## config.mk

```make
export PLATFORM = sky130hd
export DESIGN_NAME = formant_resonator_filter_flat
export DESIGN_NICKNAME = d
export VERILOG_FILES = /design/src/sv/fmr_pkg.sv /design/src/sv/fmr_if.sv /design/src/sv/fmr_apb_regs.sv /design/src/sv/fmr_serial_mac.sv /design/src/sv/formant_resonator_filter.sv /design/src/flat_wrapper.sv
export SDC_FILE = /design/constraint.sdc
export NUM_CORES = 1
export LEC_CHECK = 0
export BUFFER_PORTS_ARGS = -buffer_cell sky130_fd_sc_hd__buf_2
export CORE_MARGIN = 8
export CORE_UTILIZATION = 40
export CTS_BUF_LIST = sky130_fd_sc_hd__clkbuf_4 sky130_fd_sc_hd__clkbuf_8 sky130_fd_sc_hd__clkbuf_16
export DETAILED_ROUTE_END_ITERATION = 12
export RECOVER_POWER = 50
export SETUP_SLACK_MARGIN = 0.4
export SKIP_CTS_REPAIR_TIMING = 1
export SLEW_MARGIN = 5
export SYNTH_ARGS = -nofsm -noshare
export SYNTH_HDL_FRONTEND = slang
export SYNTH_SLANG_ARGS = --single-unit
export TNS_END_PERCENT = 30
```

## constraint.sdc

```tcl
create_clock -name i_clk -period 11.74 [get_ports i_clk]
set_input_delay 1.174 -clock i_clk [delete_from_list [all_inputs] [get_ports i_clk]]
set_output_delay 1.174 -clock i_clk [all_outputs]
set_load 0.05 [all_outputs]
```

## src/sv/fmr_pkg.sv

```systemverilog
// shared types, constants and the operation schedule of the formant resonator
package fmr_pkg;

    // accumulator width, products and sums wrap modulo 2^64
    localparam int ACC_W      = 64;
    localparam int CFG_DATA_W = 32;
    localparam int CFG_ADDR_W = 5;

    // register indexes on the configuration port
    typedef enum logic [2:0] {
        REG_MODE   = 3'd0,
        REG_COEF_A = 3'd1,
        REG_COEF_B = 3'd2,
        REG_COEF_C = 3'd3,
        REG_COEF_D = 3'd4
    } t_reg_idx;

    // filter modes
    typedef enum logic [1:0] {
        MODE_ALLPOLE = 2'd0,
        MODE_ANTI    = 2'd1,
        MODE_CGAIN   = 2'd2
    } t_mode;

    // input function codes
    typedef enum logic {
        FUNC_FILTER = 1'b0,
        FUNC_CLEAR  = 1'b1
    } t_func;

    // one step of the per-sample schedule
    typedef enum logic [2:0] {
        OP_AX,      // + a * x
        OP_BY1,     // + b * y1
        OP_CY2,     // + c * y2
        OP_BX1N,    // - b * x1
        OP_CX2N,    // - c * x2
        OP_DX2,     // + d * x2
        OP_INNER,   // round accumulator into inner term, clear accumulator
        OP_AI       // + a * inner
    } t_op_code;

    typedef struct packed {
        logic     last;
        t_op_code code;
    } t_op;

    // sequencer states
    typedef enum logic [1:0] {
        ST_IDLE,
        ST_STEP,
        ST_MUL,
        ST_FINAL
    } t_state;

    // command to the serial multiply-accumulate unit
    typedef struct packed {
        logic clear;
        logic preset;
        logic start;
        logic neg;
    } t_mac_cmd;

    // schedule of each mode, last marks the end of the list
    function automatic t_op op_at(input logic [1:0] mode, input logic [2:0] step);
        t_op op;
        op.last = 1'b1;
        op.code = OP_AX;
        case (t_mode'(mode))
            MODE_ANTI: begin
                case (step)
                    3'd0:    op = '{last: 1'b0, code: OP_BX1N};
                    3'd1:    op = '{last: 1'b0, code: OP_CX2N};
                    3'd2:    op = '{last: 1'b0, code: OP_INNER};
                    3'd3:    op = '{last: 1'b0, code: OP_AI};
                    default: op = '{last: 1'b1, code: OP_AX};
                endcase
            end
            MODE_CGAIN: begin
                case (step)
                    3'd0:    op = '{last: 1'b0, code: OP_DX2};
                    3'd1:    op = '{last: 1'b0, code: OP_INNER};
                    3'd2:    op = '{last: 1'b0, code: OP_AI};
                    3'd3:    op = '{last: 1'b0, code: OP_BY1};
                    3'd4:    op = '{last: 1'b0, code: OP_CY2};
                    default: op = '{last: 1'b1, code: OP_AX};
                endcase
            end
            default: begin
                // all-pole, also the unused mode code
                case (step)
                    3'd0:    op = '{last: 1'b0, code: OP_AX};
                    3'd1:    op = '{last: 1'b0, code: OP_BY1};
                    3'd2:    op = '{last: 1'b0, code: OP_CY2};
                    default: op = '{last: 1'b1, code: OP_AX};
                endcase
            end
        endcase
        return op;
    endfunction

endpackage

```

## src/sv/fmr_if.sv

```systemverilog
// valid/ready channel interfaces for input items and result items

interface fmr_in_if #(
    parameter int SAMPLE_WIDTH = 16
);
    logic                           valid;
    logic                           ready;
    logic                           func;
    logic signed [SAMPLE_WIDTH-1:0] sample_in;

    modport source (output valid, output func, output sample_in, input ready);
    modport sink   (input valid, input func, input sample_in, output ready);
endinterface

interface fmr_out_if #(
    parameter int SAMPLE_WIDTH = 16
);
    logic                           valid;
    logic                           ready;
    logic signed [SAMPLE_WIDTH-1:0] sample_out;
    logic                           saturated;

    modport source (output valid, output sample_out, output saturated, input ready);
    modport sink   (input valid, input sample_out, input saturated, output ready);
endinterface

```

## src/sv/fmr_apb_regs.sv

```systemverilog
// apb configuration registers: filter mode and the four coefficients
module fmr_apb_regs #(
    parameter int COEF_FRAC_BITS = 20
) (
    input  logic                                  i_clk,
    input  logic                                  i_rst_n,
    input  logic                                  psel,
    input  logic                                  penable,
    input  logic                                  pwrite,
    input  logic [fmr_pkg::CFG_ADDR_W-1:0]        paddr,
    input  logic [fmr_pkg::CFG_DATA_W-1:0]        pwdata,
    output logic [fmr_pkg::CFG_DATA_W-1:0]        prdata,
    output logic                                  pready,
    output logic [1:0]                            o_mode,
    output logic [COEF_FRAC_BITS+3:0]             o_coef_a,
    output logic [COEF_FRAC_BITS+3:0]             o_coef_b,
    output logic [COEF_FRAC_BITS+3:0]             o_coef_c,
    output logic [COEF_FRAC_BITS+3:0]             o_coef_d
);
    import fmr_pkg::*;

    localparam int COEF_W = COEF_FRAC_BITS + 4;
    localparam logic [COEF_W-1:0] COEF_ONE = COEF_W'(1) << COEF_FRAC_BITS;

    logic [1:0]        r_mode;
    logic [COEF_W-1:0] r_coef_a;
    logic [COEF_W-1:0] r_coef_b;
    logic [COEF_W-1:0] r_coef_c;
    logic [COEF_W-1:0] r_coef_d;
    logic              wr_en;
    logic [2:0]        reg_idx;

    assign pready  = 1'b1;
    assign wr_en   = psel && penable && pwrite;
    assign reg_idx = paddr[4:2];

    // register writes, addresses beyond the list are dropped
    always_ff @(posedge i_clk) begin
        if (!i_rst_n) begin
            r_mode   <= MODE_ALLPOLE;
            r_coef_a <= COEF_ONE;
            r_coef_b <= '0;
            r_coef_c <= '0;
            r_coef_d <= '0;
        end else if (wr_en) begin
            case (t_reg_idx'(reg_idx))
                REG_MODE:   r_mode   <= pwdata[1:0];
                REG_COEF_A: r_coef_a <= pwdata[COEF_W-1:0];
                REG_COEF_B: r_coef_b <= pwdata[COEF_W-1:0];
                REG_COEF_C: r_coef_c <= pwdata[COEF_W-1:0];
                REG_COEF_D: r_coef_d <= pwdata[COEF_W-1:0];
                default: begin
                end
            endcase
        end
    end

    // read mux
    always_comb begin
        case (t_reg_idx'(reg_idx))
            REG_MODE:   prdata = CFG_DATA_W'(r_mode);
            REG_COEF_A: prdata = CFG_DATA_W'(r_coef_a);
            REG_COEF_B: prdata = CFG_DATA_W'(r_coef_b);
            REG_COEF_C: prdata = CFG_DATA_W'(r_coef_c);
            REG_COEF_D: prdata = CFG_DATA_W'(r_coef_d);
            default:    prdata = '0;
        endcase
    end

    assign o_mode   = r_mode;
    assign o_coef_a = r_coef_a;
    assign o_coef_b = r_coef_b;
    assign o_coef_c = r_coef_c;
    assign o_coef_d = r_coef_d;

endmodule

```

## src/sv/fmr_serial_mac.sv

```systemverilog
// bit-serial multiply-accumulate: one coefficient bit per cycle into a wide accumulator
module fmr_serial_mac #(
    parameter int COEF_W = 24
) (
    input  logic                          i_clk,
    input  logic                          i_rst_n,
    input  fmr_pkg::t_mac_cmd             i_cmd,
    input  logic [fmr_pkg::ACC_W-1:0]     i_preset,
    input  logic [COEF_W-1:0]             i_coef,
    input  logic [fmr_pkg::ACC_W-1:0]     i_operand,
    output logic                          o_busy,
    output logic [fmr_pkg::ACC_W-1:0]     o_acc
);
    import fmr_pkg::*;

    localparam int CNT_W = $clog2(COEF_W);

    logic              r_busy;
    logic              n_busy;
    logic [CNT_W-1:0]  r_cnt;
    logic [CNT_W-1:0]  n_cnt;
    logic [ACC_W-1:0]  r_mcand;
    logic [ACC_W-1:0]  n_mcand;
    logic [COEF_W-1:0] r_mplier;
    logic [COEF_W-1:0] n_mplier;
    logic              r_neg;
    logic              n_neg;
    logic [ACC_W-1:0]  r_acc;
    logic [ACC_W-1:0]  n_acc;
    logic              last_bit;
    logic              do_sub;
    logic [ACC_W-1:0]  addend;
    logic [ACC_W-1:0]  acc_sum;

    // the coefficient's top bit weighs negative, a negated product flips the sign again
    assign last_bit = (r_cnt == CNT_W'(COEF_W - 1));
    assign do_sub   = r_neg ^ last_bit;
    assign addend   = r_mplier[0] ? r_mcand : '0;
    assign acc_sum  = do_sub ? (r_acc - addend) : (r_acc + addend);

    // next values
    always_comb begin
        n_busy   = r_busy;
        n_cnt    = r_cnt;
        n_mcand  = r_mcand;
        n_mplier = r_mplier;
        n_neg    = r_neg;
        n_acc    = r_acc;
        if (i_cmd.clear) begin
            n_acc = '0;
        end else if (i_cmd.preset) begin
            n_acc = i_preset;
        end else if (r_busy) begin
            n_acc = acc_sum;
        end
        if (i_cmd.start) begin
            n_busy   = 1'b1;
            n_cnt    = '0;
            n_mcand  = i_operand;
            n_mplier = i_coef;
            n_neg    = i_cmd.neg;
        end else if (r_busy) begin
            n_mcand  = r_mcand << 1;
            n_mplier = r_mplier >> 1;
            n_cnt    = r_cnt + CNT_W'(1);
            if (last_bit) begin
                n_busy = 1'b0;
            end
        end
    end

    // control flops
    always_ff @(posedge i_clk) begin
        if (!i_rst_n) begin
            r_busy <= 1'b0;
            r_cnt  <= '0;
        end else begin
            r_busy <= n_busy;
            r_cnt  <= n_cnt;
        end
    end

    // datapath flops
    always_ff @(posedge i_clk) begin
        r_mcand  <= n_mcand;
        r_mplier <= n_mplier;
        r_neg    <= n_neg;
        r_acc    <= n_acc;
    end

    assign o_busy = r_busy;
    assign o_acc  = r_acc;

endmodule

```

## src/sv/formant_resonator_filter.sv

```systemverilog
// top level of the second-order formant resonator: sequencer, history and result register
//
// Channels: i_in carries one item per transfer (func, sample_in); func clears all four
// history samples and yields a zero result, otherwise sample_in is filtered in the mode
// held by the filter_mode register. o_out carries one result (sample_out, saturated) per
// item. Coefficients and mode are written over the apb port at byte address 4*index;
// the user must write them only while no item is in flight, which the block does not
// enforce; pready is always high.
// Timing: every product goes through one shared bit-serial multiplier that takes one
// coefficient bit per cycle. All-pole sums a*x, b*y1 and c*y2; anti-resonator scales
// the rounded x - b*x1 - c*x2 by a; constant-gain adds a times the rounded x + d*x2 to
// b*y1 and c*y2; a clear skips the products. The next input is taken in the cycle after
// the result is registered, so one item is in work at a time.
// Reset: synchronous, active low; history goes to zero, coef_a to unity, the rest to 0.
// Stall: the result register holds one finished result; a new item may be accepted and
// worked on meanwhile, and its result waits in the final step until the slot is free.
module formant_resonator_filter #(
    parameter int SAMPLE_WIDTH   = 16,
    parameter int COEF_FRAC_BITS = 20
) (
    input  logic                              i_clk,
    input  logic                              i_rst_n,
    fmr_in_if.sink                            i_in,
    fmr_out_if.source                         o_out,
    input  logic                              psel,
    input  logic                              penable,
    input  logic                              pwrite,
    input  logic [fmr_pkg::CFG_ADDR_W-1:0]    paddr,
    input  logic [fmr_pkg::CFG_DATA_W-1:0]    pwdata,
    output logic [fmr_pkg::CFG_DATA_W-1:0]    prdata,
    output logic                              pready
);
    import fmr_pkg::*;

    localparam int COEF_W = COEF_FRAC_BITS + 4;
    localparam logic [ACC_W-1:0] HALF  = ACC_W'(1) << (COEF_FRAC_BITS - 1);
    localparam logic [ACC_W-1:0] Y_MAX = (ACC_W'(1) << (SAMPLE_WIDTH - 1)) - ACC_W'(1);
    localparam logic [ACC_W-1:0] Y_MIN = ~Y_MAX;

    function automatic logic [ACC_W-1:0] sx(input logic [SAMPLE_WIDTH-1:0] v);
        return {{(ACC_W - SAMPLE_WIDTH){v[SAMPLE_WIDTH-1]}}, v};
    endfunction

    // configuration
    logic [1:0]        cfg_mode;
    logic [COEF_W-1:0] coef_a;
    logic [COEF_W-1:0] coef_b;
    logic [COEF_W-1:0] coef_c;
    logic [COEF_W-1:0] coef_d;

    fmr_apb_regs #(
        .COEF_FRAC_BITS (COEF_FRAC_BITS)
    ) u_regs (
        .i_clk    (i_clk),
        .i_rst_n  (i_rst_n),
        .psel     (psel),
        .penable  (penable),
        .pwrite   (pwrite),
        .paddr    (paddr),
        .pwdata   (pwdata),
        .prdata   (prdata),
        .pready   (pready),
        .o_mode   (cfg_mode),
        .o_coef_a (coef_a),
        .o_coef_b (coef_b),
        .o_coef_c (coef_c),
        .o_coef_d (coef_d)
    );

    // sequencer and datapath registers
    t_state                   r_state;
    t_state                   n_state;
    logic [2:0]               r_step;
    logic [2:0]               n_step;
    logic                     r_clr;
    logic [SAMPLE_WIDTH-1:0]  r_x;
    logic [SAMPLE_WIDTH-1:0]  r_x1;
    logic [SAMPLE_WIDTH-1:0]  r_x2;
    logic [SAMPLE_WIDTH-1:0]  r_y1;
    logic [SAMPLE_WIDTH-1:0]  r_y2;
    logic [ACC_W-1:0]         r_inner;
    logic                     r_out_valid;
    logic [SAMPLE_WIDTH-1:0]  r_out_sample;
    logic                     r_out_sat;

    // control
    t_mac_cmd          mac_cmd;
    logic              mac_busy;
    logic [ACC_W-1:0]  mac_acc;
    logic [ACC_W-1:0]  mac_preset;
    logic [COEF_W-1:0] mac_coef;
    logic [ACC_W-1:0]  mac_operand;
    t_op               cur_op;
    logic              in_xfer;
    logic              out_xfer;
    logic              out_free;
    logic              inner_ld;
    logic              out_ld;

    // rounding and saturation of the accumulator
    logic [ACC_W-1:0]         acc_rnd;
    logic                     y_hi;
    logic                     y_lo;
    logic [SAMPLE_WIDTH-1:0]  y_sat;

    assign acc_rnd = ACC_W'($signed(mac_acc + HALF) >>> COEF_FRAC_BITS);
    assign y_hi    = $signed(acc_rnd) > $signed(Y_MAX);
    assign y_lo    = $signed(acc_rnd) < $signed(Y_MIN);
    assign y_sat   = y_hi ? Y_MAX[SAMPLE_WIDTH-1:0] :
                     y_lo ? Y_MIN[SAMPLE_WIDTH-1:0] : acc_rnd[SAMPLE_WIDTH-1:0];

    assign in_xfer    = i_in.valid && i_in.ready;
    assign out_xfer   = o_out.valid && o_out.ready;
    assign out_free   = !r_out_valid || o_out.ready;
    assign cur_op     = op_at(cfg_mode, r_step);
    assign mac_preset = sx(i_in.sample_in) << COEF_FRAC_BITS;

    // operand and coefficient for the current step
    always_comb begin
        case (cur_op.code)
            OP_AX:   begin mac_coef = coef_a; mac_operand = sx(r_x);  end
            OP_BY1:  begin mac_coef = coef_b; mac_operand = sx(r_y1); end
            OP_CY2:  begin mac_coef = coef_c; mac_operand = sx(r_y2); end
            OP_BX1N: begin mac_coef = coef_b; mac_operand = sx(r_x1); end
            OP_CX2N: begin mac_coef = coef_c; mac_operand = sx(r_x2); end
            OP_DX2:  begin mac_coef = coef_d; mac_operand = sx(r_x2); end
            OP_AI:   begin mac_coef = coef_a; mac_operand = r_inner;  end
            default: begin mac_coef = coef_a; mac_operand = r_inner;  end
        endcase
    end

    // next state and control outputs
    always_comb begin
        n_state       = r_state;
        n_step        = r_step;
        mac_cmd       = '0;
        inner_ld      = 1'b0;
        out_ld        = 1'b0;
        i_in.ready    = 1'b0;
        case (r_state)
            ST_IDLE: begin
                i_in.ready = 1'b1;
                if (i_in.valid) begin
                    n_step = '0;
                    if (i_in.func == FUNC_CLEAR) begin
                        n_state = ST_FINAL;
                    end else begin
                        n_state = ST_STEP;
                        // the bracketed modes start from the input sample
                        if (cfg_mode == MODE_ANTI || cfg_mode == MODE_CGAIN) begin
                            mac_cmd.preset = 1'b1;
                        end else begin
                            mac_cmd.clear = 1'b1;
                        end
                    end
                end
            end
            ST_STEP: begin
                if (cur_op.last) begin
                    n_state = ST_FINAL;
                end else if (cur_op.code == OP_INNER) begin
                    inner_ld      = 1'b1;
                    mac_cmd.clear = 1'b1;
                    n_step        = r_step + 3'd1;
                end else begin
                    mac_cmd.start = 1'b1;
                    mac_cmd.neg   = (cur_op.code == OP_BX1N) || (cur_op.code == OP_CX2N);
                    n_step        = r_step + 3'd1;
                    n_state       = ST_MUL;
                end
            end
            ST_MUL: begin
                if (!mac_busy) begin
                    n_state = ST_STEP;
                end
            end
            ST_FINAL: begin
                if (out_free) begin
                    out_ld  = 1'b1;
                    n_state = ST_IDLE;
                end
            end
            default: begin
                n_state = ST_IDLE;
            end
        endcase
    end

    fmr_serial_mac #(
        .COEF_W (COEF_W)
    ) u_mac (
        .i_clk     (i_clk),
        .i_rst_n   (i_rst_n),
        .i_cmd     (mac_cmd),
        .i_preset  (mac_preset),
        .i_coef    (mac_coef),
        .i_operand (mac_operand),
        .o_busy    (mac_busy),
        .o_acc     (mac_acc)
    );

    // state, history and result valid
    always_ff @(posedge i_clk) begin
        if (!i_rst_n) begin
            r_state     <= ST_IDLE;
            r_step      <= '0;
            r_clr       <= 1'b0;
            r_x1        <= '0;
            r_x2        <= '0;
            r_y1        <= '0;
            r_y2        <= '0;
            r_out_valid <= 1'b0;
        end else begin
            r_state <= n_state;
            r_step  <= n_step;
            if (in_xfer) begin
                r_clr <= (i_in.func == FUNC_CLEAR);
                if (i_in.func == FUNC_CLEAR) begin
                    r_x1 <= '0;
                    r_x2 <= '0;
                    r_y1 <= '0;
                    r_y2 <= '0;
                end
            end
            if (out_ld && !r_clr) begin
                r_x1 <= r_x;
                r_x2 <= r_x1;
                r_y1 <= y_sat;
                r_y2 <= r_y1;
            end
            if (out_ld) begin
                r_out_valid <= 1'b1;
            end else if (out_xfer) begin
                r_out_valid <= 1'b0;
            end
        end
    end

    // payload registers
    always_ff @(posedge i_clk) begin
        if (in_xfer) begin
            r_x <= i_in.sample_in;
        end
        if (inner_ld) begin
            r_inner <= acc_rnd;
        end
        if (out_ld) begin
            r_out_sample <= r_clr ? '0 : y_sat;
            r_out_sat    <= r_clr ? 1'b0 : (y_hi || y_lo);
        end
    end

    assign o_out.valid      = r_out_valid;
    assign o_out.sample_out = r_out_sample;
    assign o_out.saturated  = r_out_sat;

    // a saturated result sits at one of the range limits
    a_sat_at_limit: assert property (@(posedge i_clk) disable iff (!i_rst_n)
        r_out_valid && r_out_sat |->
            (r_out_sample == Y_MAX[SAMPLE_WIDTH-1:0]) ||
            (r_out_sample == Y_MIN[SAMPLE_WIDTH-1:0]))
        else $error("saturated flag with a sample inside the range");

    // the multiplier is never running while the block waits for input
    a_idle_mac_quiet: assert property (@(posedge i_clk) disable iff (!i_rst_n)
        r_state == ST_IDLE |-> !mac_busy)
        else $error("multiplier busy in idle state");

    // the sequencer stays waiting on the multiplier only while it is busy now or was busy in the cycle before
    a_mul_tracks_mac: assert property (@(posedge i_clk) disable iff (!i_rst_n)
        r_state == ST_MUL && $past(r_state) == ST_MUL |-> mac_busy || $past(mac_busy))
        else $error("sequencer stuck waiting on the multiplier");

    // a result only appears out of the final step
    a_out_from_final: assert property (@(posedge i_clk) disable iff (!i_rst_n)
        $rose(r_out_valid) |-> $past(r_state) == ST_FINAL)
        else $error("result registered outside the final step");

endmodule

```

## src/flat_wrapper.sv

```systemverilog
// flat-port wrapper written by rule: the top's interface ports become plain ports
module formant_resonator_filter_flat import fmr_pkg::*;
#(
    parameter int SAMPLE_WIDTH   = 16,
    parameter int COEF_FRAC_BITS = 20
)
  (i_clk, i_rst_n, psel, penable, pwrite, paddr, pwdata, prdata, pready, i_in_valid, i_in_func, i_in_sample_in, i_in_ready, o_out_valid, o_out_sample_out, o_out_saturated, o_out_ready);
  fmr_in_if #(.SAMPLE_WIDTH(SAMPLE_WIDTH)) i_in_i ();
  fmr_out_if #(.SAMPLE_WIDTH(SAMPLE_WIDTH)) o_out_i ();
  input  logic i_clk;
  input  logic i_rst_n;
  input  logic psel;
  input  logic penable;
  input  logic pwrite;
  input  logic [fmr_pkg::CFG_ADDR_W-1:0] paddr;
  input  logic [fmr_pkg::CFG_DATA_W-1:0] pwdata;
  output logic [fmr_pkg::CFG_DATA_W-1:0] prdata;
  output logic pready;
  input wire logic [$bits(i_in_i.valid)-1:0] i_in_valid;
  input wire logic [$bits(i_in_i.func)-1:0] i_in_func;
  input wire logic [$bits(i_in_i.sample_in)-1:0] i_in_sample_in;
  output wire logic [$bits(i_in_i.ready)-1:0] i_in_ready;
  output wire logic [$bits(o_out_i.valid)-1:0] o_out_valid;
  output wire logic [$bits(o_out_i.sample_out)-1:0] o_out_sample_out;
  output wire logic [$bits(o_out_i.saturated)-1:0] o_out_saturated;
  input wire logic [$bits(o_out_i.ready)-1:0] o_out_ready;
  assign i_in_i.valid = i_in_valid;
  assign i_in_i.func = i_in_func;
  assign i_in_i.sample_in = i_in_sample_in;
  assign i_in_ready = i_in_i.ready;
  assign o_out_valid = o_out_i.valid;
  assign o_out_sample_out = o_out_i.sample_out;
  assign o_out_saturated = o_out_i.saturated;
  assign o_out_i.ready = o_out_ready;
  formant_resonator_filter #(.SAMPLE_WIDTH(SAMPLE_WIDTH), .COEF_FRAC_BITS(COEF_FRAC_BITS)) u_core (.i_clk(i_clk), .i_rst_n(i_rst_n), .i_in(i_in_i), .o_out(o_out_i), .psel(psel), .penable(penable), .pwrite(pwrite), .paddr(paddr), .pwdata(pwdata), .prdata(prdata), .pready(pready));
endmodule
```

After elaboration in Yosys (flattened, before gate mapping)
Cells that the tools add are included.
{"block": "word_totals", "out_inout_bits": 52, "mem_count": 0, "latchBits": 0, "ff_bits": 405, "mem_bits_ro": 0, "ram_bits": 0}
{"block": "classes", "order_cmp": 2, "mul": 0, "n_mux": 53, "n_reduce_logical": 35, "n_bitwise": 3, "shifts": 0, "addsub": 5, "div": 0, "eq_ne": 25}
{"operator": "two-way mux 64 bit", "n": 6}
{"operator": "one-hot mux 64 bit (5 select lines)", "n": 1}
{"operator": "two-way mux 16 bit", "n": 8}
{"operator": "one-hot mux 24 bit (5 select lines)", "n": 1}
{"operator": "one-hot mux 24 bit (3 select lines)", "n": 1}
{"operator": "adder 64 x 20 -> 64 bit, second input constant", "n": 1}
{"operator": "adder 64 bit", "n": 1}
{"operator": "subtractor 64 bit", "n": 1}
{"operator": "two-way mux 24 bit", "n": 2}
{"operator": "> comparator 44 x 16 -> 1 bit, second input constant", "n": 1}
{"operator": "less-than comparator 44 x 16 -> 1 bit, second input constant", "n": 1}
{"operator": "two-way mux 2 bit", "n": 11}
{"operator": "one-hot mux 4 bit (5 select lines)", "n": 1}
{"operator": "== test 3 x 2 -> 1 bit, second input constant", "n": 6}
{"operator": "one-hot mux 4 bit (4 select lines)", "n": 1}
{"operator": "== test 3 bit, second input constant", "n": 5}
{"operator": "two-way mux 1 bit", "n": 14}
{"operator": "one-hot mux 4 bit (3 select lines)", "n": 1}
{"operator": "AND reduction 2 bit", "n": 6}
{"operator": "nonzero test 2 bit", "n": 6}
{"operator": "OR reduction 2 bit", "n": 5}
{"operator": "== test 3 x 1 -> 1 bit, second input constant", "n": 3}
{"operator": "logical NOT 3 bit", "n": 3}
{"operator": "one-hot mux 2 bit (4 select lines)", "n": 1}
{"operator": "21 further kinds", "n": 36}

Logic depth before layout (Yosys ltp)
Gate-level depths: netlist of run 1.
{"block": "logic_depth", "word_depth": 9, "depth_mapped": 26}

Cells and area by module
A second synthesis of run 1 with hierarchy kept.
{"block": "unflattened", "cells_unflattened": 2919, "hier_area_um2": 25768.5}
{"mod": "fmr_serial_mac", "n_inst": 1, "area_each_um2": 12654.6, "seq_area_each_um2": 4073.9, "cells_per_inst": 1490}
{"mod": "formant_resonator_filter", "n_inst": 1, "area_each_um2": 8638.3, "seq_area_each_um2": 3733.6, "cells_per_inst": 955}
{"mod": "fmr_apb_regs", "n_inst": 1, "area_each_um2": 4475.5, "seq_area_each_um2": 1961.9, "cells_per_inst": 474}

Worst setup path before layout of run 1
OpenSTA, ideal clock, no wires.
{"block": "synth_timing", "kind": "register -> register", "startpoint": "register u_core.u_mac.r_mplier[0]", "endpoint": "register u_core.u_mac.r_acc[56] (netlist: u_core.u_mac.o_acc[56])", "path_stages_with_launch": 25, "synth_period_minus_slack_ns": 5.496, "t_required_ns": 11.645, "path_slack_ns": 6.244, "arrival_ns": 5.401, "path_buffers": 7, "cell_sequence": "edfxtp_1 > clkbuf_1 > clkbuf_1 > clkbuf_1 > clkbuf_1 > buf_1 > nand2_1 > ha_1 > nand2_1 > a21oi_1 > clkbuf_1 > nor2_1 > nor3_1 > a31oi_1 > nand2_1 > ha_1 > clkbuf_1 > a31oi_1 > or3b_2 > o22ai_1 > o21bai_1 > a21boi_1 > o41ai_1 > xnor2_1 > a221oi_1"}
{"block": "synth_via", "elab_chain_len": 5, "elab_cells_between_ends": 6}
{"element": "start: declaration", "line_no": "fmr_serial_mac.sv:24", "source": "logic [COEF_W-1:0] r_mplier;"}
{"element": "start signal: assignment", "line_no": "fmr_serial_mac.sv:86", "source": "r_mplier <= n_mplier;"}
{"element": "two-way mux 64 bit *", "line_no": "fmr_serial_mac.sv:38", "source": "assign addend = r_mplier[0] ? r_mcand : '0;"}
{"element": "adder 64 bit / subtractor 64 bit (equally long branches)", "line_no": "fmr_serial_mac.sv:39", "source": "assign acc_sum = do_sub ? (r_acc - addend) : (r_acc + addend);"}
{"element": "two-way mux 64 bit *", "line_no": "fmr_serial_mac.sv:39"}
{"element": "two-way mux 64 bit *", "line_no": "fmr_serial_mac.sv:53", "source": "end else if (r_busy) begin"}
{"element": "two-way mux 64 bit *", "line_no": "fmr_serial_mac.sv:51", "source": "end else if (i_cmd.preset) begin"}
{"element": "end signal: assignment", "line_no": "fmr_serial_mac.sv:88", "source": "r_acc <= n_acc;"}
{"element": "end: declaration", "line_no": "fmr_serial_mac.sv:28", "source": "logic [ACC_W-1:0] r_acc;"}
Mark *: on every way between the ends. The rest lies on a longest branch, timed or not. The select of a mux whose other input is x is not followed.
A chain may end at the register's enable or synchronous reset.

Final worst setup path of run 1
{"block": "layout_timing", "startpoint": "register u_core.u_mac.r_mcand[17]", "endpoint": "register u_core.u_mac.r_acc[56] (netlist: u_core.u_mac.o_acc[56])"}
{"block": "layout_via", "elab_chain_len": 5, "elab_cells_between_ends": 6}
{"element": "start: declaration", "line_no": "fmr_serial_mac.sv:22", "source": "logic [ACC_W-1:0] r_mcand;"}
{"element": "start signal: assignment", "line_no": "fmr_serial_mac.sv:85", "source": "r_mcand <= n_mcand;"}
{"element": "two-way mux 64 bit *", "line_no": "fmr_serial_mac.sv:38"}
{"element": "adder 64 bit / subtractor 64 bit (equally long branches)", "line_no": "fmr_serial_mac.sv:39"}
{"element": "two-way mux 64 bit *", "line_no": "fmr_serial_mac.sv:39"}
{"element": "two-way mux 64 bit *", "line_no": "fmr_serial_mac.sv:53"}
{"element": "two-way mux 64 bit *", "line_no": "fmr_serial_mac.sv:51"}
Marked as above.

==> results.sh, run 1 <==
export IMPL_status="finished, violations left"
export IMPL_violations="capacitance limit, slew limit"
export IMPL_synth_compound_area_share=0.239
export IMPL_wl_per_cell_um=21.5
export IMPL_max_stage_delay_ns=0.67
export IMPL_synth_area_mm2=0.0242
export IMPL_die_height_um=262
export IMPL_slowest_stage="or4_1"
export IMPL_gp_congestion=0.932
export IMPL_synth_cell_types=95
export IMPL_setup_violations=0
export IMPL_ys_warn_count=0
export IMPL_layoutNonFillerInstCount=3619
export IMPL_power_switching_mw=3.12
export IMPL_grt_max_degree=111
export IMPL_fin_skew_ns=0.0205
export IMPL_cts_sinks=405
export IMPL_synthMuxAreaShare=0.0258
export IMPL_layout_cells_most_common="nand2_1"
export IMPL_dieArea_mm2=0.0685
export IMPL_cts_made_buffers=48
export IMPL_p_leak_nw=9.61
export IMPL_postPlaceCellArea_mm2=0.0252
export IMPL_final_cell_mix="nand2_1, dfxtp_1, nor2_1, a21oi_1, o21ai_0"
export IMPL_peakVddDrop_mv=0.115
export IMPL_clockRootBuffer="clkbuf_16"
export IMPL_yosys_area_share_simple=0.198
export IMPL_place_ws_ns=5.35
export IMPL_grt_pass1_vias=20600
export IMPL_cts_clk_slew_worst_paths_ns=0.06
export IMPL_synth_seq_cells=405
export IMPL_grt_pass1_wl_mm=119
export IMPL_nFillCells=5809
export IMPL_path_cells="or3_1 > or4_1 > o31ai_4 > inv_1 > a21oi_1 > nand2_1 > o21ai_0 > xnor2_1 > nand2_1 > ha_1 > nand4_1 > o221ai_1 > a211oi_1 > o21ai_0 > o21bai_1 > a21boi_1 > o41ai_1 > xnor2_1 > a221oi_1"
export IMPL_fin_crit_ns=6.53
export IMPL_hold_viol=0
export IMPL_crit_type="flop to flop"
export IMPL_maxSlewHeadroom=-1.70
export IMPL_syn_avg_cell_area_um2=8.60
export IMPL_synthCells=2810
export IMPL_synthFlopType="dfxtp_1"
export IMPL_hp_class="flop to flop"
export IMPL_drive_above_1_share=0.0840
export IMPL_internal_power_mw=4.05
export IMPL_drt_iter0_drc=2060
export IMPL_arrival_ns=7.03
export IMPL_place_inst=3525
export IMPL_rows=90
export IMPL_synth_xor_xnor_area_share=0.0532
export IMPL_initial_core_util=0.402
export IMPL_p_seq_frac=0.303
export IMPL_max_slew_worst_pin_slew_ns=4.05
export IMPL_grt_usage=0.219
export IMPL_synth_edff_count=166
export IMPL_setup_slack_ns=5.21
export IMPL_ys_seq_area_frac=0.404
export IMPL_critPathLaunchType="flop"
export IMPL_io_buffers=93
export IMPL_powerDensity_mw_per_mm2=268
export IMPL_cp_num_buf_inv=1
export IMPL_postLayoutCellArea_mm2=0.0268
export IMPL_clkLatencyLatePin_ns=0.61
export IMPL_syn_to_final_growth_pct=10.8
export IMPL_synthArstFlopShare=0
export IMPL_grt_setup_unrepaired="false"
export IMPL_holdWs_ns=0.468
export IMPL_final_nets=2928
export IMPL_drv_cap=7
export IMPL_grt_antenna_before_repair=7
export IMPL_clock_path_buffers=3
export IMPL_dr_pass1_iters=6
export IMPL_path_delay_family="compound AO/OA/AOI/OAI gates"
export IMPL_finalCritPeriodShare=0.556
export IMPL_crit_fanout=8
export IMPL_wl_mm=78.0
export IMPL_io_pins=113
export IMPL_yosys_area_share_adder=0.0386
export IMPL_multi_input_area_mm2=0.0135
export IMPL_vias=21700
export IMPL_max_freq_mhz=153
export IMPL_pwr_share_comb=0.475
export IMPL_h_tree_depth=2
export IMPL_slew_viol_final=320
export IMPL_grt_overflow_total=0
export IMPL_crit_required_ns=12.24
export IMPL_ant_nets=0
export IMPL_cts_tree="done"
export IMPL_via_per_inst=5.99
export IMPL_design_core_area_mm2=0.0600
export IMPL_p_sw_frac=0.435
export IMPL_hpwl_mm=54.0
export IMPL_route_detailed_drc=0
export IMPL_die_w_um=262
export IMPL_p_clk_frac=0.222
export IMPL_synth_top_family_by_area="compound AO/OA/AOI/OAI gates"
export IMPL_seqCellArea_mm2=0.00977
export IMPL_setup_tns_ns=0
export IMPL_end_kind="flop"
cells in the mapped netlist (all sizes together), types with 37 or more instances:
master / instances / share of area
nor3: 41 / 0.0089
nand2: 470 / 0.073
edfxtp: 166 / 0.21
nor2: 206 / 0.032
xnor2: 85 / 0.031
nand4: 37 / 0.010
xor2: 60 / 0.022
o21ai: 183 / 0.038
clkbuf: 170 / 0.026
ha: 73 / 0.038
a21oi: 178 / 0.037
a21o: 53 / 0.016
nand3: 61 / 0.013
nor2b: 62 / 0.016
a21boi: 108 / 0.034
dfxtp: 239 / 0.20
mux2i: 41 / 0.017
a22oi: 90 / 0.028
tightest hold or removal path, cell delays in order (launching register included):
cell	delay, ns
dfxtp_1	0.32
nand2_1	0.05
o21ai_1	0.05
layer usage:
metal	part of all wire	vias up	GRT usage
met4	0.029	6	0.0679
li1	-	10200	-
met2	0.47	866	0.361
met1	0.43	10500	0.291
met5	0.00051	-	0
met3	0.076	185	0.0401
through the flow:
stage,utilization,power (mW)
after floorplan,-,4.60
after global placement,0.419,5.50
after detailed placement,0.419,5.53
after CTS,0.448,7.16
after global routing,0.446,7.60
final,0.446,7.17
power groups by stage:
stage	clock (mW)	combinational, mW	sequential [mW]
finish	1.59	3.41	2.17
global route	1.68	3.72	2.20
CTS	1.63	3.37	2.16
detailed placement	0	3.34	2.19
global placement	0	3.33	2.18
floorplan	0	2.56	2.04
kinds of logic (layout without fill, tap and decap cells):
logic type      count (synthesis)  in the layout
compound gates                860            860
xor+xnor                      145            145
flops                         405            405
mux                            59             59
other cells                     2             13
fa+ha+maj                      74             74
simple gates                 1028           1028
buf+inv                       237            253
registers in the layout (all words and copies together) (netlist names):
register / flops
u_core.r_step: 3
u_core.r_state: 2
u_core.u_mac.o_acc: 64
u_core.o_out.saturated: 1
u_core.u_regs.o_coef_a: 24
u_core.r_clr: 1
u_core.u_mac.r_mplier: 24
u_core.r_x2: 16
u_core.u_mac.r_neg: 1
u_core.r_inner: 44
u_core.r_x1: 16
u_core.u_regs.o_coef_c: 24
u_core.u_mac.r_cnt: 5
u_core.r_x: 16
u_core.r_y1: 16
u_core.u_regs.o_mode: 2
u_core.u_mac.r_mcand: 64
u_core.u_mac.o_busy: 1
u_core.o_out.sample_out: 16
u_core.o_out.valid: 1
u_core.r_y2: 16
u_core.u_regs.o_coef_b: 24
u_core.u_regs.o_coef_d: 24
final cells by class:
cell class / instances / share of cell area
antenna: 4 / 0.000374
inverter: 32 / 0.00449
clock inverter: 25 / 0.0116
clock buffer: 65 / 0.0526
timing repair buffer: 131 / 0.0256
sequential: 405 / 0.365
multi-input combinational: 2175 / 0.504
tap: 782 / 0.0366
worst paths after layout:
kind,endpoint,slack [ns],from,cells past startpoint
hold / removal,u_core.r_y1[10]$_SDFFE_PN0P_,0.47,u_core.r_y1[10]$_SDFFE_PN0P_,2
setup reg to reg,u_core.u_mac.o_acc[56]$_SDFFE_PP0P_,5.21,u_core.u_mac.r_mcand[17]$_DFFE_PP_,19
setup / recovery,u_core.u_mac.o_acc[56]$_SDFFE_PP0P_,5.21,u_core.u_mac.r_mcand[17]$_DFFE_PP_,19
hold reg to reg,u_core.r_y1[10]$_SDFFE_PN0P_,0.47,u_core.r_y1[10]$_SDFFE_PN0P_,2
Note: power is estimated with default switching activity, not from simulation.
==> run 2: changes to the inputs <==
Clock period 11.74 ns to 5.4 ns, I/O delays scaled along.
==> results.sh, run 2 (synthesis gave the netlist of run 1 again) <==
export IMPL_hold_viol=0
export IMPL_grt_max_degree=109
export IMPL_cts_made_buffers=49
export IMPL_grt_usage=0.222
export IMPL_violations="capacitance limit, slew limit"
export IMPL_final_nets=3022
export IMPL_drv_cap=3
export IMPL_drive_above_1_share=0.131
export IMPL_design_core_area_mm2=0.0600
export IMPL_path_delay_family="simple AND/OR/NAND/NOR gates"
export IMPL_max_stage_delay_ns=0.56
export IMPL_grt_pass1_wl_mm=121
export IMPL_die_w_um=262
export IMPL_gp_congestion=0.944
export IMPL_drt_iter0_drc=1775
export IMPL_crit_start="u_core.u_mac.r_mcand[11]$_DFFE_PP_"
export IMPL_syn_to_final_growth_pct=15.2
export IMPL_slew_viol_final=192
export IMPL_setup_violations=0
export IMPL_p_seq_frac=0.279
export IMPL_initial_core_util=0.402
export IMPL_cp_num_buf_inv=2
export IMPL_setup_slack_ns=0.397
export IMPL_crit_reg2reg_launch="u_core.u_mac.r_mcand[11]$_DFFE_PP_"
export IMPL_status="finished, violations left"
export IMPL_clkLatencyLatePin_ns=0.61
export IMPL_arrival_ns=5.52
export IMPL_ant_nets=0
export IMPL_dieArea_mm2=0.0685
export IMPL_crit_required_ns=5.92
export IMPL_grt_pass1_vias=21100
export IMPL_p_sw_frac=0.434
export IMPL_io_pins=113
export IMPL_layout_cells_most_common="nand2_1"
export IMPL_cts_tree="done"
export IMPL_setup_tns_ns=0
export IMPL_path_cells="or4_4 > or3_4 > o31ai_4 > inv_2 > a21oi_2 > nand2_1 > o41ai_2 > xnor2_1 > nand2_2 > ha_4 > and3_1 > and2_1 > a211o_1 > a21o_1 > or3_1 > nor3_2 > buf_4 > nor4_2 > mux2_2 > a21oi_1"
export IMPL_max_slew_worst_pin_slew_ns=3.96
export IMPL_cts_sinks=405
export IMPL_powerDensity_mw_per_mm2=600
export IMPL_grt_overflow_total=0
export IMPL_clockRootBuffer="clkbuf_16"
export IMPL_post_layout_total_power_mw=16.7
export IMPL_slowest_stage="or4_4"
export IMPL_crit_type="flop to flop"
export IMPL_fin_crit_ns=5.00
export IMPL_cts_clk_slew_worst_paths_ns=0.06
export IMPL_hp_class="input port to flop"
export IMPL_critPathLaunchType="flop"
export IMPL_internal_power_mw=9.45
export IMPL_pwr_share_comb=0.522
export IMPL_io_buffers=93
export IMPL_min_delay_start="i_in_sample_in[13]"
export IMPL_route_detailed_drc=0
export IMPL_wl_mm=79.4
export IMPL_h_tree_depth=2
export IMPL_final_cell_mix="nand2_1, dfxtp_1, nor2_1, edfxtp_1, a21oi_1"
export IMPL_fin_skew_ns=0.0289
export IMPL_grt_antenna_before_repair=8
export IMPL_wl_per_cell_um=21.4
export IMPL_grt_setup_unrepaired="true"
export IMPL_p_leak_nw=10.0
export IMPL_crit_fanout=5
export IMPL_place_ws_ns=0.0920
export IMPL_maxSlewHeadroom=-1.64
export IMPL_max_freq_mhz=200
export IMPL_dr_pass1_iters=6
export IMPL_rows=90
export IMPL_via_per_inst=5.91
export IMPL_die_height_um=262
export IMPL_finalCritPeriodShare=0.926
export IMPL_postPlaceCellArea_mm2=0.0258
export IMPL_power_switching_mw=7.24
export IMPL_peakVddDrop_mv=0.353
export IMPL_vias=22000
export IMPL_p_clk_frac=0.199
export IMPL_end_kind="flop"
export IMPL_hpwl_mm=55.7
export IMPL_postLayoutCellArea_mm2=0.0278
export IMPL_clock_path_buffers=3
## run 2: final timing paths
check / slack (ns) / endpoint / cells after the start
worst max-delay path: 0.40 / u_core.u_mac.o_acc[57]$_SDFFE_PP0P_ / 20
worst min-delay path: 0.16 / u_core.r_x[13]$_DFFE_PP_ / 1
worst min register to register: 0.48 / u_core.r_y1[10]$_SDFFE_PN0P_ / 2
worst max register to register: 0.40 / u_core.u_mac.o_acc[57]$_SDFFE_PP0P_ / 20
## run 2: layout make-up
cell class / instances / area, µm²
Antenna cell: 4 / 10.0
Clock buffer: 71 / 1480
Clock inverter: 21 / 164
Fill cell: 5755 / 32200
Inverter: 32 / 120
Multi-Input combinational cell: 2175 / 13900
Sequential cell: 405 / 9770
Tap cell: 782 / 978
Timing Repair Buffer: 224 / 1400
## run 2: routing by layer
layer	track usage	vias to the layer above	routed length [µm]
li1	-	10400	-
met1	0.300	10600	34800
met2	0.361	819	36600
met3	0.0291	170	5360
met4	0.0851	6	2670
met5	0	-	37
## run 2: power groups by stage
stage	Clock [mW]	Sequential, mW	Combinational (mW)
floorplan	0	4.44	5.57
global placement	0	4.66	8.01
detailed placement	0	4.68	8.07
CTS	3.38	4.62	8.12
global route	3.50	4.72	9.44
finish	3.32	4.66	8.71
## run 2: stage by stage
| stage | util | hold slack [ns] | instances |
|---|---|---|---|
| CTS | 0.458 | 0.114 | 3704 |
| global placement | 0.431 | 0.458 | 3612 |
| floorplan | - | 0.436 | 2817 |
| detailed placement | 0.431 | 0.460 | 3612 |
| finish | 0.464 | 0.159 | 3714 |
| global route | 0.464 | 0.178 | 3710 |
==> run 3: changes to the inputs <==
Settings changed: REMOVE_ABC_BUFFERS set to 1, SYNTH_HIERARCHICAL set to 1.
==> results.sh, run 3 <==
export IMPL_dr_pass1_iters=6
export IMPL_cts_clk_slew_worst_paths_ns=0.06
export IMPL_internal_power_mw=9.34
export IMPL_p_leak_nw=11.0
export IMPL_syn_to_final_growth_pct=17.0
export IMPL_place_ws_ns=-0.348
export IMPL_route_detailed_drc=0
export IMPL_synthMuxAreaShare=0.107
export IMPL_finalCritPeriodShare=0.983
export IMPL_synth_edff_count=166
export IMPL_grt_pass1_vias=23000
export IMPL_slew_viol_final=288
export IMPL_grt_overflow_total=0
export IMPL_final_nets=3240
export IMPL_yosys_area_share_adder=0.0367
export IMPL_hold_viol=0
export IMPL_wl_per_cell_um=21.3
export IMPL_drive_above_1_share=0.192
export IMPL_setup_violations=0
export IMPL_grt_pass1_wl_mm=132
export IMPL_setup_slack_ns=0.0892
export IMPL_hp_class="input port to flop"
export IMPL_grt_antenna_before_repair=0
export IMPL_synthTopCellsByArea="edfxtp_1, dfxtp_1, nand2_1"
export IMPL_vias=23300
export IMPL_final_cell_mix="nand2_1, dfxtp_1, buf_4, nor2_1"
export IMPL_grt_usage=0.222
export IMPL_cts_tree="done"
export IMPL_h_tree_depth=2
export IMPL_synth_area_mm2=0.0258
export IMPL_max_freq_mhz=188
export IMPL_synthCells=2919
export IMPL_synthTopCellsByCount="nand2_1, dfxtp_1, nor2_1"
export IMPL_gp_congestion=0.928
export IMPL_clkLatencyLatePin_ns=0.60
export IMPL_ys_warn_count=6
export IMPL_arrival_ns=5.80
export IMPL_maxSlewHeadroom=-0.986
export IMPL_yosys_area_top_type="edfxtp_1"
export IMPL_max_slew_worst_pin_slew_ns=2.98
export IMPL_synth_top_family_by_area="simple AND/OR/NAND/NOR gates"
export IMPL_io_pins=113
export IMPL_synth_top_area_share=0.193
export IMPL_drv_cap=5
export IMPL_syn_avg_cell_area_um2=8.83
export IMPL_synth_seq_cells=405
export IMPL_yosys_cell_count_top_type="nand2_1"
export IMPL_io_buffers=93
export IMPL_cts_made_buffers=48
export IMPL_power_switching_mw=6.76
export IMPL_rows=93
export IMPL_p_clk_frac=0.207
export IMPL_powerDensity_mw_per_mm2=534
export IMPL_fin_crit_ns=5.31
export IMPL_violations="capacitance limit, slew limit"
export IMPL_crit_required_ns=5.89
export IMPL_synth_xor_xnor_area_share=0.0455
export IMPL_status="finished, violations left"
export IMPL_crit_fanout=4
export IMPL_peakVddDrop_mv=0.461
export IMPL_fin_skew_ns=0.0232
export IMPL_synthArstFlopShare=0
export IMPL_post_layout_total_power_mw=16.1
export IMPL_layoutNonFillerInstCount=3999
export IMPL_layout_cells_most_common="nand2_1"
export IMPL_cts_sinks=405
export IMPL_drt_iter0_drc=2043
export IMPL_clockRootBuffer="clkbuf_16"
export IMPL_end_kind="flop"
export IMPL_wl_mm=85.4
export IMPL_p_sw_frac=0.420
export IMPL_ant_nets=0
export IMPL_synthFlopType="dfxtp_1"
export IMPL_die_w_um=270
export IMPL_yosys_area_share_simple=0.194
export IMPL_p_seq_frac=0.279
export IMPL_crit_type="flop to flop"
export IMPL_grt_setup_unrepaired="true"
export IMPL_grt_max_degree=151
export IMPL_ys_seq_area_frac=0.379
export IMPL_critPathLaunchType="flop"
export IMPL_diodes=0
export IMPL_via_per_inst=5.83
export IMPL_pwr_share_comb=0.514
export IMPL_synth_compound_area_share=0.188
export IMPL_design_core_area_mm2=0.0641
export IMPL_initial_core_util=0.402
export IMPL_die_height_um=270
export IMPL_clock_path_buffers=3
export IMPL_synth_cell_types=100
export IMPL_place_inst=3892
export IMPL_dieArea_mm2=0.0728
export IMPL_hpwl_mm=60.3
[run 3: critical path, cell delays in order (launching register included)]
cell,delay (ns)
edfxtp_1,0.39
or4_4,0.60
nor4_4,0.25
nand2b_1,0.15
or3_4,0.38
buf_4,0.15
o21ai_1,0.15
nand3_1,0.19
nor3_2,0.21
buf_4,0.17
o211ai_1,0.26
ha_1,0.43
buf_4,0.13
buf_4,0.10
and2_1,0.15
nand4_1,0.16
or2_2,0.34
o22a_1,0.18
o31ai_1,0.07
buf_4,0.22
a21oi_2,0.07
xor2_1,0.14
a2111oi_1,0.32
[run 3: through the flow]
stage	hold WS, ns	TNS, ns	utilization	area [µm²]
floorplan	0.437	-751.21	-	24900
global placement	0.449	-0.552	0.439	28200
detailed placement	0.458	-1.47	0.439	28200
CTS	0.117	-2.07	0.465	29800
global route	0.170	-0.538	0.470	30100
finish	0.169	0	0.470	30100
[run 3: final timing paths]
check,from,to,slack (ns),cells past startpoint
worst max register to register,u_core/u_mac/r_mcand[10]$_DFFE_PP_,u_core/u_mac/o_acc[49]$_SDFFE_PP0P_,0.09,22
worst max-delay path,u_core/u_mac/r_mcand[10]$_DFFE_PP_,u_core/u_mac/o_acc[49]$_SDFFE_PP0P_,0.09,22
worst min register to register,u_core/r_y1[3]$_SDFFE_PN0P_,u_core/r_y1[3]$_SDFFE_PN0P_,0.47,2
worst min-delay path,i_in_sample_in[13],u_core/r_x[13]$_DFFE_PP_,0.17,1
[run 3: cells by family after synthesis]
group,count (synthesis)
DFF,405
AOI/OAI and AO/OA,733
adders and majority gates,75
muxes,254
buffers and inverters,289
xor gates and xnor gates,133
and+or+nand+nor,1027
other,3
[run 3: per-layer routing]
metal,up-vias,track usage,wire (µm)
met5,-,0,0
met4,0,0.0914,3180
met3,153,0.0246,4360
met2,758,0.380,41100
met1,11400,0.283,36700
li1,11000,-,-
[run 3: final cells by class]
class | count | area (µm²)
Fill cell | 6175 | 34000
Multi-Input combinational cell | 2251 | 15300
Sequential cell | 405 | 9770
Timing Repair Buffer | 321 | 2130
Clock buffer | 65 | 1380
Tap cell | 855 | 1070
Inverter | 77 | 289
Clock inverter | 25 | 245
[run 3: power by group through the flow]
| stage | registers (mW) | clock network [mW] | logic, mW |
|---|---|---|---|
| finish | 4.49 | 3.33 | 8.28 |
| global placement | 4.51 | 0 | 7.58 |
| global route | 4.55 | 3.51 | 8.97 |
| floorplan | 4.40 | 0 | 4.93 |
| CTS | 4.47 | 3.40 | 7.70 |
| detailed placement | 4.53 | 0 | 7.65 |
